## src/rtl/ptb_pkg.sv

```systemverilog
// Shared types and constants for the periodic timer bank.
package ptb_pkg;

	localparam int NUM_SLOTS_DEF = 8;
	localparam int SLOT_W        = 3;
	localparam int MASK_W        = 8;
	localparam int MS_W          = 32;

	// command codes
	localparam logic [2:0] MODE_CREATE = 3'd0;
	localparam logic [2:0] MODE_START  = 3'd1;
	localparam logic [2:0] MODE_STOP   = 3'd2;
	localparam logic [2:0] MODE_DELETE = 3'd3;
	localparam logic [2:0] MODE_TICK   = 3'd4;

	// slot states
	localparam logic [1:0] SLOT_FREE = 2'd0;
	localparam logic [1:0] SLOT_SUSP = 2'd1;
	localparam logic [1:0] SLOT_RUN  = 2'd2;

	typedef struct packed {
		logic [1:0]      state;
		logic [MS_W-1:0] period;
		logic [MS_W-1:0] start;
		logic            started;
	} slot_entry_t;

	typedef struct packed {
		logic              status;
		logic [SLOT_W-1:0] slot;
		logic [MASK_W-1:0] fired_mask;
	} result_t;

	typedef enum logic [1:0] {
		FSM_IDLE,
		FSM_SCAN,
		FSM_DRAIN,
		FSM_FINISH
	} fsm_t;

endpackage

```

## src/rtl/periodic_timer_bank_core.sv

```systemverilog
// Periodic timer bank top level: slot table, command sequencer, output register.
//
// Input channel (in_valid / in_stall) carries one command per transfer:
// mode, period (the timer key) and now_ms (used by tick only). Each command
// yields exactly one result on the output channel (out_valid / out_stall):
// status, slot and, for tick, fired_mask with one bit per fired slot.
// All timer state sits in a single slot table memory with a registered read.
// A command reads every slot in order, one per cycle, modifies and writes
// back; create, start, stop and delete write their one slot at the end.
// The result passes through the scan, drain and finish states into the
// output register; a new command is taken only once the sequencer is
// back in idle.
// in_stall stays high while a command is in progress. A finished result is
// held in the output register; a stalled receiver holds it there, the next
// command still enters and scans, and it waits at its end only if the
// register is still occupied.
// Reset clears all slots to free at once through per-entry valid bits;
// no clearing pass is needed and commands are taken right after reset.
module periodic_timer_bank_core import ptb_pkg::*; #(
	parameter int NUM_SLOTS = NUM_SLOTS_DEF
) (
	input  logic              clk,
	input  logic              arst_n,
	input  logic              in_valid,
	output logic              in_stall,
	input  logic [2:0]        mode,
	input  logic [MS_W-1:0]   period,
	input  logic [MS_W-1:0]   now_ms,
	output logic              out_valid,
	input  logic              out_stall,
	output logic              status,
	output logic [SLOT_W-1:0] slot,
	output logic [MASK_W-1:0] fired_mask
);

	localparam int IW = (NUM_SLOTS > 1) ? $clog2(NUM_SLOTS) : 1;

	logic        mem_rd_en;
	logic [IW-1:0] mem_rd_addr;
	slot_entry_t mem_rd_data;
	logic        mem_wr_en;
	logic [IW-1:0] mem_wr_addr;
	slot_entry_t mem_wr_data;
	logic        res_valid;
	logic        res_ready;
	result_t     res;

	ptb_mem #(
		.NUM_SLOTS (NUM_SLOTS),
		.IW        (IW)
	) u_mem (
		.clk     (clk),
		.arst_n  (arst_n),
		.rd_en   (mem_rd_en),
		.rd_addr (mem_rd_addr),
		.rd_data (mem_rd_data),
		.wr_en   (mem_wr_en),
		.wr_addr (mem_wr_addr),
		.wr_data (mem_wr_data)
	);

	ptb_ctrl #(
		.NUM_SLOTS (NUM_SLOTS),
		.IW        (IW)
	) u_ctrl (
		.clk         (clk),
		.arst_n      (arst_n),
		.in_valid    (in_valid),
		.in_stall    (in_stall),
		.mode        (mode),
		.period      (period),
		.now_ms      (now_ms),
		.mem_rd_en   (mem_rd_en),
		.mem_rd_addr (mem_rd_addr),
		.mem_rd_data (mem_rd_data),
		.mem_wr_en   (mem_wr_en),
		.mem_wr_addr (mem_wr_addr),
		.mem_wr_data (mem_wr_data),
		.res_valid   (res_valid),
		.res         (res),
		.res_ready   (res_ready)
	);

	ptb_outreg u_outreg (
		.clk        (clk),
		.arst_n     (arst_n),
		.res_valid  (res_valid),
		.res        (res),
		.res_ready  (res_ready),
		.out_valid  (out_valid),
		.out_stall  (out_stall),
		.status     (status),
		.slot       (slot),
		.fired_mask (fired_mask)
	);

endmodule

```

## src/rtl/ptb_mem.sv

```systemverilog
// Slot table memory with registered read and per-entry valid bits.
module ptb_mem import ptb_pkg::*; #(
	parameter int NUM_SLOTS = NUM_SLOTS_DEF,
	parameter int IW        = (NUM_SLOTS > 1) ? $clog2(NUM_SLOTS) : 1
) (
	input  logic              clk,
	input  logic              arst_n,
	input  logic              rd_en,
	input  logic [IW-1:0]     rd_addr,
	output slot_entry_t       rd_data,
	input  logic              wr_en,
	input  logic [IW-1:0]     wr_addr,
	input  slot_entry_t       wr_data
);

	slot_entry_t            mem [NUM_SLOTS];
	slot_entry_t            rdata_q;
	logic [NUM_SLOTS-1:0]   valid_q;
	logic                   rvalid_q;

	always_ff @(posedge clk) begin
		if (wr_en) begin
			mem[wr_addr] <= wr_data;
		end
		if (rd_en) begin
			rdata_q <= mem[rd_addr];
		end
	end

	// entries never written read as the reset value
	always_ff @(posedge clk or negedge arst_n) begin
		if (!arst_n) begin
			valid_q  <= '0;
			rvalid_q <= 1'b0;
		end else begin
			if (wr_en) begin
				valid_q[wr_addr] <= 1'b1;
			end
			if (rd_en) begin
				rvalid_q <= valid_q[rd_addr];
			end
		end
	end

	assign rd_data = rvalid_q ? rdata_q : '0;

endmodule

```

## src/rtl/ptb_ctrl.sv

```systemverilog
// Command sequencer: scans the slot table one entry per cycle and writes back.
module ptb_ctrl import ptb_pkg::*; #(
	parameter int NUM_SLOTS = NUM_SLOTS_DEF,
	parameter int IW        = (NUM_SLOTS > 1) ? $clog2(NUM_SLOTS) : 1
) (
	input  logic            clk,
	input  logic            arst_n,
	input  logic            in_valid,
	output logic            in_stall,
	input  logic [2:0]      mode,
	input  logic [MS_W-1:0] period,
	input  logic [MS_W-1:0] now_ms,
	output logic            mem_rd_en,
	output logic [IW-1:0]   mem_rd_addr,
	input  slot_entry_t     mem_rd_data,
	output logic            mem_wr_en,
	output logic [IW-1:0]   mem_wr_addr,
	output slot_entry_t     mem_wr_data,
	output logic            res_valid,
	output result_t         res,
	input  logic            res_ready
);

	localparam logic [IW-1:0] LAST_IDX = IW'(NUM_SLOTS - 1);

	fsm_t              state_q, state_d;
	logic              accept;
	logic              finish_go;

	logic [2:0]        mode_q;
	logic [MS_W-1:0]   key_q;
	logic [MS_W-1:0]   now_q;
	logic [IW-1:0]     rd_idx_q;

	logic              valid_s1;
	logic [IW-1:0]     idx_s1;

	logic              dup_q;
	logic              free_found_q;
	logic [IW-1:0]     free_idx_q;
	logic              hit_found_q;
	logic [IW-1:0]     hit_idx_q;
	slot_entry_t       hit_ent_q;
	logic [MASK_W-1:0] mask_q;

	logic              is_free;
	logic              is_cmd;
	slot_entry_t       tick_ent;
	logic              tick_fire;
	logic              tick_wr;
	logic [MS_W-1:0]   start_eff;
	logic [MS_W-1:0]   elapsed;
	slot_entry_t       cmd_ent;
	logic              fin_wr;

	assign accept = in_valid && !in_stall;
	assign is_cmd = (mode_q inside {MODE_START, MODE_STOP, MODE_DELETE});

	// next state
	always_comb begin
		state_d = state_q;
		case (state_q)
			FSM_IDLE: begin
				if (accept) state_d = FSM_SCAN;
			end
			FSM_SCAN: begin
				if (rd_idx_q == LAST_IDX) state_d = FSM_DRAIN;
			end
			FSM_DRAIN: begin
				state_d = FSM_FINISH;
			end
			FSM_FINISH: begin
				if (res_ready) state_d = FSM_IDLE;
			end
			default: begin
				state_d = FSM_IDLE;
			end
		endcase
	end

	// state outputs
	always_comb begin
		in_stall  = 1'b1;
		mem_rd_en = 1'b0;
		finish_go = 1'b0;
		case (state_q)
			FSM_IDLE:   in_stall  = 1'b0;
			FSM_SCAN:   mem_rd_en = 1'b1;
			FSM_DRAIN:  ;
			FSM_FINISH: finish_go = res_ready;
			default:    ;
		endcase
	end

	assign mem_rd_addr = rd_idx_q;
	assign res_valid   = finish_go;

	always_ff @(posedge clk or negedge arst_n) begin
		if (!arst_n) begin
			state_q  <= FSM_IDLE;
			valid_s1 <= 1'b0;
		end else begin
			state_q  <= state_d;
			valid_s1 <= mem_rd_en;
		end
	end

	// per-entry evaluation of the entry read last cycle
	assign is_free   = (mem_rd_data.state == SLOT_FREE);
	assign start_eff = mem_rd_data.started ? mem_rd_data.start : now_q;
	assign elapsed   = now_q - start_eff;
	assign tick_fire = (elapsed >= mem_rd_data.period);
	assign tick_wr   = valid_s1 && (mode_q == MODE_TICK) && (mem_rd_data.state == SLOT_RUN);

	always_comb begin
		tick_ent         = mem_rd_data;
		tick_ent.started = 1'b1;
		tick_ent.start   = tick_fire ? now_q : start_eff;
	end

	always_comb begin
		cmd_ent = hit_ent_q;
		case (mode_q)
			MODE_START:  cmd_ent.state = SLOT_RUN;
			MODE_STOP:   cmd_ent.state = SLOT_SUSP;
			MODE_DELETE: begin
				cmd_ent.state  = SLOT_FREE;
				cmd_ent.period = '0;
			end
			default:     ;
		endcase
	end

	always_comb begin
		fin_wr = 1'b0;
		if (finish_go) begin
			if (mode_q == MODE_CREATE) fin_wr = !dup_q && free_found_q;
			else if (is_cmd)           fin_wr = hit_found_q;
		end
	end

	// scan writes and finish writes never fall in the same cycle
	always_comb begin
		mem_wr_en   = tick_wr || fin_wr;
		mem_wr_addr = idx_s1;
		mem_wr_data = tick_ent;
		if (fin_wr) begin
			if (mode_q == MODE_CREATE) begin
				mem_wr_addr         = free_idx_q;
				mem_wr_data.state   = SLOT_SUSP;
				mem_wr_data.period  = key_q;
				mem_wr_data.start   = '0;
				mem_wr_data.started = 1'b0;
			end else begin
				mem_wr_addr = hit_idx_q;
				mem_wr_data = cmd_ent;
			end
		end
	end

	always_comb begin
		res = '0;
		case (mode_q)
			MODE_CREATE: begin
				res.status = dup_q || !free_found_q;
				res.slot   = res.status ? '0 : SLOT_W'(free_idx_q);
			end
			MODE_START, MODE_STOP, MODE_DELETE: begin
				res.status = !hit_found_q;
				res.slot   = hit_found_q ? SLOT_W'(hit_idx_q) : '0;
			end
			MODE_TICK: begin
				res.fired_mask = mask_q;
			end
			default: begin
				res.status = 1'b1;
			end
		endcase
	end

	always_ff @(posedge clk) begin
		idx_s1 <= rd_idx_q;
		if (accept) begin
			mode_q       <= mode;
			key_q        <= period;
			now_q        <= now_ms;
			rd_idx_q     <= '0;
			dup_q        <= 1'b0;
			free_found_q <= 1'b0;
			free_idx_q   <= '0;
			hit_found_q  <= 1'b0;
			hit_idx_q    <= '0;
			mask_q       <= '0;
		end else begin
			if (mem_rd_en && rd_idx_q != LAST_IDX) begin
				rd_idx_q <= rd_idx_q + 1'b1;
			end
			if (valid_s1) begin
				if (mem_rd_data.period == key_q) begin
					dup_q <= 1'b1;
				end
				if (!free_found_q && is_free) begin
					free_found_q <= 1'b1;
					free_idx_q   <= idx_s1;
				end
				// first in-use slot with a matching period
				if (!hit_found_q && !is_free && mem_rd_data.period == key_q) begin
					hit_found_q <= 1'b1;
					hit_idx_q   <= idx_s1;
					hit_ent_q   <= mem_rd_data;
				end
				// slots from eight up shift out of the mask
				if (tick_wr && tick_fire) begin
					mask_q <= mask_q | (MASK_W'(1) << idx_s1);
				end
			end
		end
	end

endmodule

```

## src/rtl/ptb_outreg.sv

```systemverilog
// Result output register between the sequencer and the downstream receiver.
module ptb_outreg import ptb_pkg::*; (
	input  logic              clk,
	input  logic              arst_n,
	input  logic              res_valid,
	input  result_t           res,
	output logic              res_ready,
	output logic              out_valid,
	input  logic              out_stall,
	output logic              status,
	output logic [SLOT_W-1:0] slot,
	output logic [MASK_W-1:0] fired_mask
);

	logic    valid_q;
	result_t data_q;

	// load when empty or when the held result leaves this cycle
	assign res_ready = !valid_q || !out_stall;

	always_ff @(posedge clk or negedge arst_n) begin
		if (!arst_n) begin
			valid_q <= 1'b0;
		end else if (res_ready) begin
			valid_q <= res_valid;
		end
	end

	always_ff @(posedge clk) begin
		if (res_ready && res_valid) begin
			data_q <= res;
		end
	end

	assign out_valid  = valid_q;
	assign status     = data_q.status;
	assign slot       = data_q.slot;
	assign fired_mask = data_q.fired_mask;

endmodule
```

## config.mk

```make
export PLATFORM = sky130hd
export DESIGN_NAME = periodic_timer_bank_core
export DESIGN_NICKNAME = d
export VERILOG_FILES = /design/src/rtl/ptb_pkg.sv /design/src/rtl/periodic_timer_bank_core.sv /design/src/rtl/ptb_mem.sv /design/src/rtl/ptb_ctrl.sv /design/src/rtl/ptb_outreg.sv
export SDC_FILE = /design/constraint.sdc
export NUM_CORES = 1
export LEC_CHECK = 0
export BUFFER_PORTS_ARGS = -buffer_cell sky130_fd_sc_hd__buf_2
export CORE_ASPECT_RATIO = 1.25
export CORE_UTILIZATION = 40
export CTS_BUF_LIST = sky130_fd_sc_hd__clkbuf_4 sky130_fd_sc_hd__clkbuf_8
export DETAILED_ROUTE_END_ITERATION = 10
export PLACE_DENSITY = 0.58
export SLEW_MARGIN = 20
export SYNTH_ARGS = -nofsm -noshare
export SYNTH_HDL_FRONTEND = slang
export SYNTH_SLANG_ARGS = --single-unit
```

## constraint.sdc

```tcl
create_clock -name clk -period 24.1 [get_ports clk]
set_clock_uncertainty 0.15 [all_clocks]
set_input_delay 0 -clock clk [delete_from_list [all_inputs] [get_ports clk]]
set_output_delay 0 -clock clk [all_outputs]
set_load 0.1 [all_outputs]
```

==> summary.md <==
| Metric | Value |
|---|---|
| CP max FO | 43 |
| Setup violators final | 0 |
| WP data required | 24.36 ns |
| H-Tree Level Count | 3 |
| CP Capture Type | flop |
| Filler cells | between 7000 and 8000 |
| # rows | approximately 120 |
| Commonest cells post-synth | 749 x edfxtp_1, 136 x mux4_2, 107 x a21oi_1 |
| Crit share post-route | 32.66% |
| Worst min-delay path class | primary input to flop |
| Clk_lat worst skew | 0.78 ns |
| Total global routing overflow | 0 |
| Power per cell area | 127.6 mW/mm^2 |
| Slew @ Worst Pin | about 1.1 ns |
| Clk sink count | just under 800 |
| Largest net degree at the start of global routing | roughly 100 |
| Placer Congestion | about 0.85 |
| PortBufs | 84 |
| GRT busiest layer | met2 |
| CTS root buf | clkbuf_8 |
| Worst VDD drop | 0.00007929 V |
| Met1 global-route usage | around a quarter |
| Initial Utilization | 40.34% |
| Vias | between 15000 and 20000 |
| Final net count | approximately 2400 |
| Final Util | a little under half |
| Largest stage delay on the critical path | approximately 0.83 ns |
| Antenna violations before repair | 1 |
| Buf/Inv on CP | 2 |
| Synthesized net count | approximately 2100 |
| Critical Path Start Type | flop |
| Most common cell in the netlist | edfxtp_1 |
| Syn-to-layout area delta | 16.86% |
| Vias per std cell | between 5 and 6 |
| Setup CP Type | flop to flop |
| Synthesis warning total | 0 |
| Top area cells in the synthesized netlist | edfxtp_1 67%, mux4_2 9.2%, ha_1 2.6%, mux2_2 2.3%, a21oi_1 1.6% |
| Met2 Use GR | about a third |
| Core area | between 0.08 and 0.09 mm^2 |
| Final Total Pwr | between 0.004 and 0.005 W |
| Synth Register Bits | 785 |
| Cell family with most CP delay | compound AO/OA/AOI/OAI gates |
| CTS Buf Count | between 100 and 150 |
| Dominant cell type by area after synthesis | edfxtp_1 |
| Mapped cell area | approximately 0.033 mm^2 |
| Final Hold Fails | 0 |
| Drt total wl | ~85 mm |
| CTS tree | built |
| Main synth FF type | edfxtp_1 |
| Post-synthesis sequential area ratio | a little over two thirds |
| Max_cap viols | 0 |
| I/O pins | 85 |
| Die ar. | about 0.085 mm^2 |
| Crit path arrival time | slightly above 8 ns |
| CTS clock-pin slew for the worst setup and hold paths | roughly 0.06 ns |
| Hold Buf Count CTS | about 140 |
| Cell count after synthesis | between 1500 and 2000 |
| Leakage dissipation | between 10 and 15 nW |
| Status | finished, final reports clean |
| Asr flop ratio synth | ~1.7% |
| CTS-repair resized insts | 0 |
| GR Util met3 | roughly 2.9% |
| Residual DRC | 0 |
| Highest clock rate | ~130 MHz |
| All-Layer GR Usage | approximately 20% |
| Antenna viol nets, final | 0 |
| TritonRoute pass-1 iters | 7 |
| Total Neg Setup Slack | 0 ns |
| Post-DP HPWL | roughly 49 mm |
| Post-CTS setup buffer count | 0 |
| Die width | 260.3 um |
| Die height | between 300 and 400 um |
| CP max-delay cell | a211oi_4 |
| WL per Instance | 24.50 um |
| Critical path, cell by cell | nand2_2, buf_4, mux2i_1, fa_1, a211oi_1, o211ai_1, a221oi_1, nor3_1, a221o_1, a211oi_1, o21ai_1, xor2_1, ha_1, a21o_1, a21o_1, a21oi_1, nor2_1, a211oi_4, buf_4, a21oi_1, o31ai_1 |
| Yosys top cell area share | about two thirds |
| First-pass GRT wire length | between 100 and 150 mm |
| RSZ-0062 raised after global routing | no |
| Clock tree buffer depth | 3 |
| Starting DRC count in detailed routing | between 1500 and 2000 |
| Share of cells above drive strength 1 | between 20% and 30% |
| Synth cell types | 66 |
| Number of enable-type register cells in the synthesized netlist | 749 |
| Worst slew margin | between 20% and 30% |
| Pins Over Slew Limit | 0 |
| Minimum clock period | ~7.9 ns |
| Vias in the first global route | just over 20000 |
| Syn Area/Cell | 16.81 um^2 |
==> power by group <==
| group | total, W | switching, W | leakage [nW] | internal, W |
|---|---|---|---|---|
| Sequential | 0.00212 | 0.000149 | 7.17 | 0.00197 |
| Clock | 0.00111 | 0.000516 | 1.31 | 0.000595 |
| Combinational | 0.00174 | 0.00107 | 5.14 | 0.000676 |
==> logic make-up (layout without fill, tap and decap cells) <==
kind of cell | count (synthesis) | count (layout) | share of synthesized area, %
adders and majority gates | 71 | 71 | 2.686
xor gates and xnor gates | 30 | 30 | 0.7877
and+or+nand+nor | 387 | 387 | 6.129
other | 0 | 2 | 0
muxes | 248 | 248 | 12.80
AOI/OAI and AO/OA | 306 | 306 | 6.032
buffers and inverters | 157 | 542 | 1.782
DFF | 785 | 785 | 69.79
==> per-layer routing <==
metal,vias up,share of wire [%]
li1,8502,-
met1,10000,41
met2,595,51
met3,128,5.4
met4,0,2.5
met5,-,0
==> cell type report <==
type	instances	area, um^2	area share, %
multi-input cells	1042	9600	24.63
flip-flops and latches	785	23290	59.75
clock inverters	47	304.0	0.7800
well taps	1080	1351	3.467
repair buffers	259	2095	5.373
inverters	58	217.7	0.5585
clock buffers	178	2118	5.434
diodes	2	5.005	0.01284
==> through the flow <==
step                      instance area, um^2  cells  worst slack [ns]  hold WS (ns)
after detailed placement                35150   3085             16.37       -0.1925
final                                   38980   3451             16.23       0.08576
after floorplan                         33360   1984             16.57       -0.4456
after CTS                               38970   3449             16.29       0.01666
after global placement                  35150   3085             16.49       -0.1988
after global routing                    38980   3450             15.67       0.08721
==> path summary, 6_finish.rpt <==
path	startpoint	endpoint	slack, ns	depth (start not counted)
min in group asynchronous	arst_n	u_ctrl.valid_s1$_DFF_PN0_	0.31	3
setup reg to reg	u_mem.rvalid_q$_DFFE_PN0P_	u_mem.mem[4][6]$_DFFE_PP_	16.23	21
max in group asynchronous	arst_n	u_mem.rvalid_q$_DFFE_PN0P_	22.85	3
hold / removal	out_stall	u_ctrl.state_q[0]$_DFFE_PN0P_	0.09	4
hold reg to reg	u_ctrl.dup_q$_SDFFE_PP0P_	u_ctrl.dup_q$_SDFFE_PP0P_	0.31	2
setup / recovery	u_mem.rvalid_q$_DFFE_PN0P_	u_mem.mem[4][6]$_DFFE_PP_	16.23	21
==> cells in the final DEF (no fill, tap or decap), types with 7 or more instances in the layout <==
| master | netlist | layout |
|---|---|---|
| mux2i_1 | 44 | 44 |
| a221oi_1 | 34 | 34 |
| and2_1 | 40 | 39 |
| dfrtp_1 | 13 | 12 |
| buf_4 | 0 | 35 |
| clkbuf_8 | 0 | 125 |
| o21ai_1 | 11 | 10 |
| a211oi_1 | 9 | 8 |
| inv_1 | 54 | 54 |
| o31ai_1 | 30 | 28 |
| mux2_2 | 68 | 68 |
| a21o_1 | 32 | 32 |
| edfxtp_1 | 749 | 749 |
| o22ai_1 | 8 | 8 |
| nand3_1 | 43 | 43 |
| dfxtp_1 | 23 | 20 |
| nor4_1 | 10 | 10 |
| ha_1 | 70 | 69 |
| xnor2_1 | 18 | 18 |
| o21ai_0 | 21 | 21 |
| nand2_1 | 69 | 68 |
| clkinv_1 | 2 | 23 |
| and3_1 | 45 | 45 |
| clkinv_2 | 0 | 18 |
| nand2b_1 | 28 | 28 |
| nand4_1 | 20 | 20 |
| a31oi_1 | 7 | 7 |
| a21oi_1 | 107 | 107 |
| nor2b_1 | 21 | 21 |
| dlygate4sd3_1 | 0 | 139 |
| nor2_1 | 69 | 65 |
| or2_1 | 8 | 8 |
| mux4_2 | 136 | 136 |
| buf_2 | 4 | 84 |
| xor2_1 | 12 | 12 |
| clkbuf_4 | 0 | 53 |
==> registers in the layout (all words and copies together), names as in the netlist, 2 cells and up <==
name,cells
u_outreg.slot,3
u_ctrl.mem_rd_addr,3
u_ctrl.hit_idx_q,3
u_outreg.fired_mask,8
u_ctrl.state_q,2
u_ctrl.cmd_ent,33
u_ctrl.mode_q,3
u_ctrl.key_q,32
u_ctrl.free_idx_q,3
u_ctrl.mask_q,8
u_mem.mem,536
u_mem.rdata_q,67
u_mem.valid_q,8
u_ctrl.idx_s1,3
u_ctrl.hit_ent_q,34
u_ctrl.now_q,32
==> worst reg2reg max path: stages, from the launching register on <==
cell	delay (ns)
dfrtp_2	0.73
nand2_2	0.25
buf_4	0.49
mux2i_1	0.26
fa_1	0.47
a211oi_1	0.30
o211ai_1	0.18
a221oi_1	0.38
nor3_1	0.20
a221o_1	0.41
a211oi_1	0.41
o21ai_1	0.13
xor2_1	0.16
ha_1	0.18
a21o_1	0.15
a21o_1	0.17
a21oi_1	0.14
nor2_1	0.09
a211oi_4	0.83
buf_4	0.55
a21oi_1	0.14
o31ai_1	0.75
(Power assumes the default switching activity.)
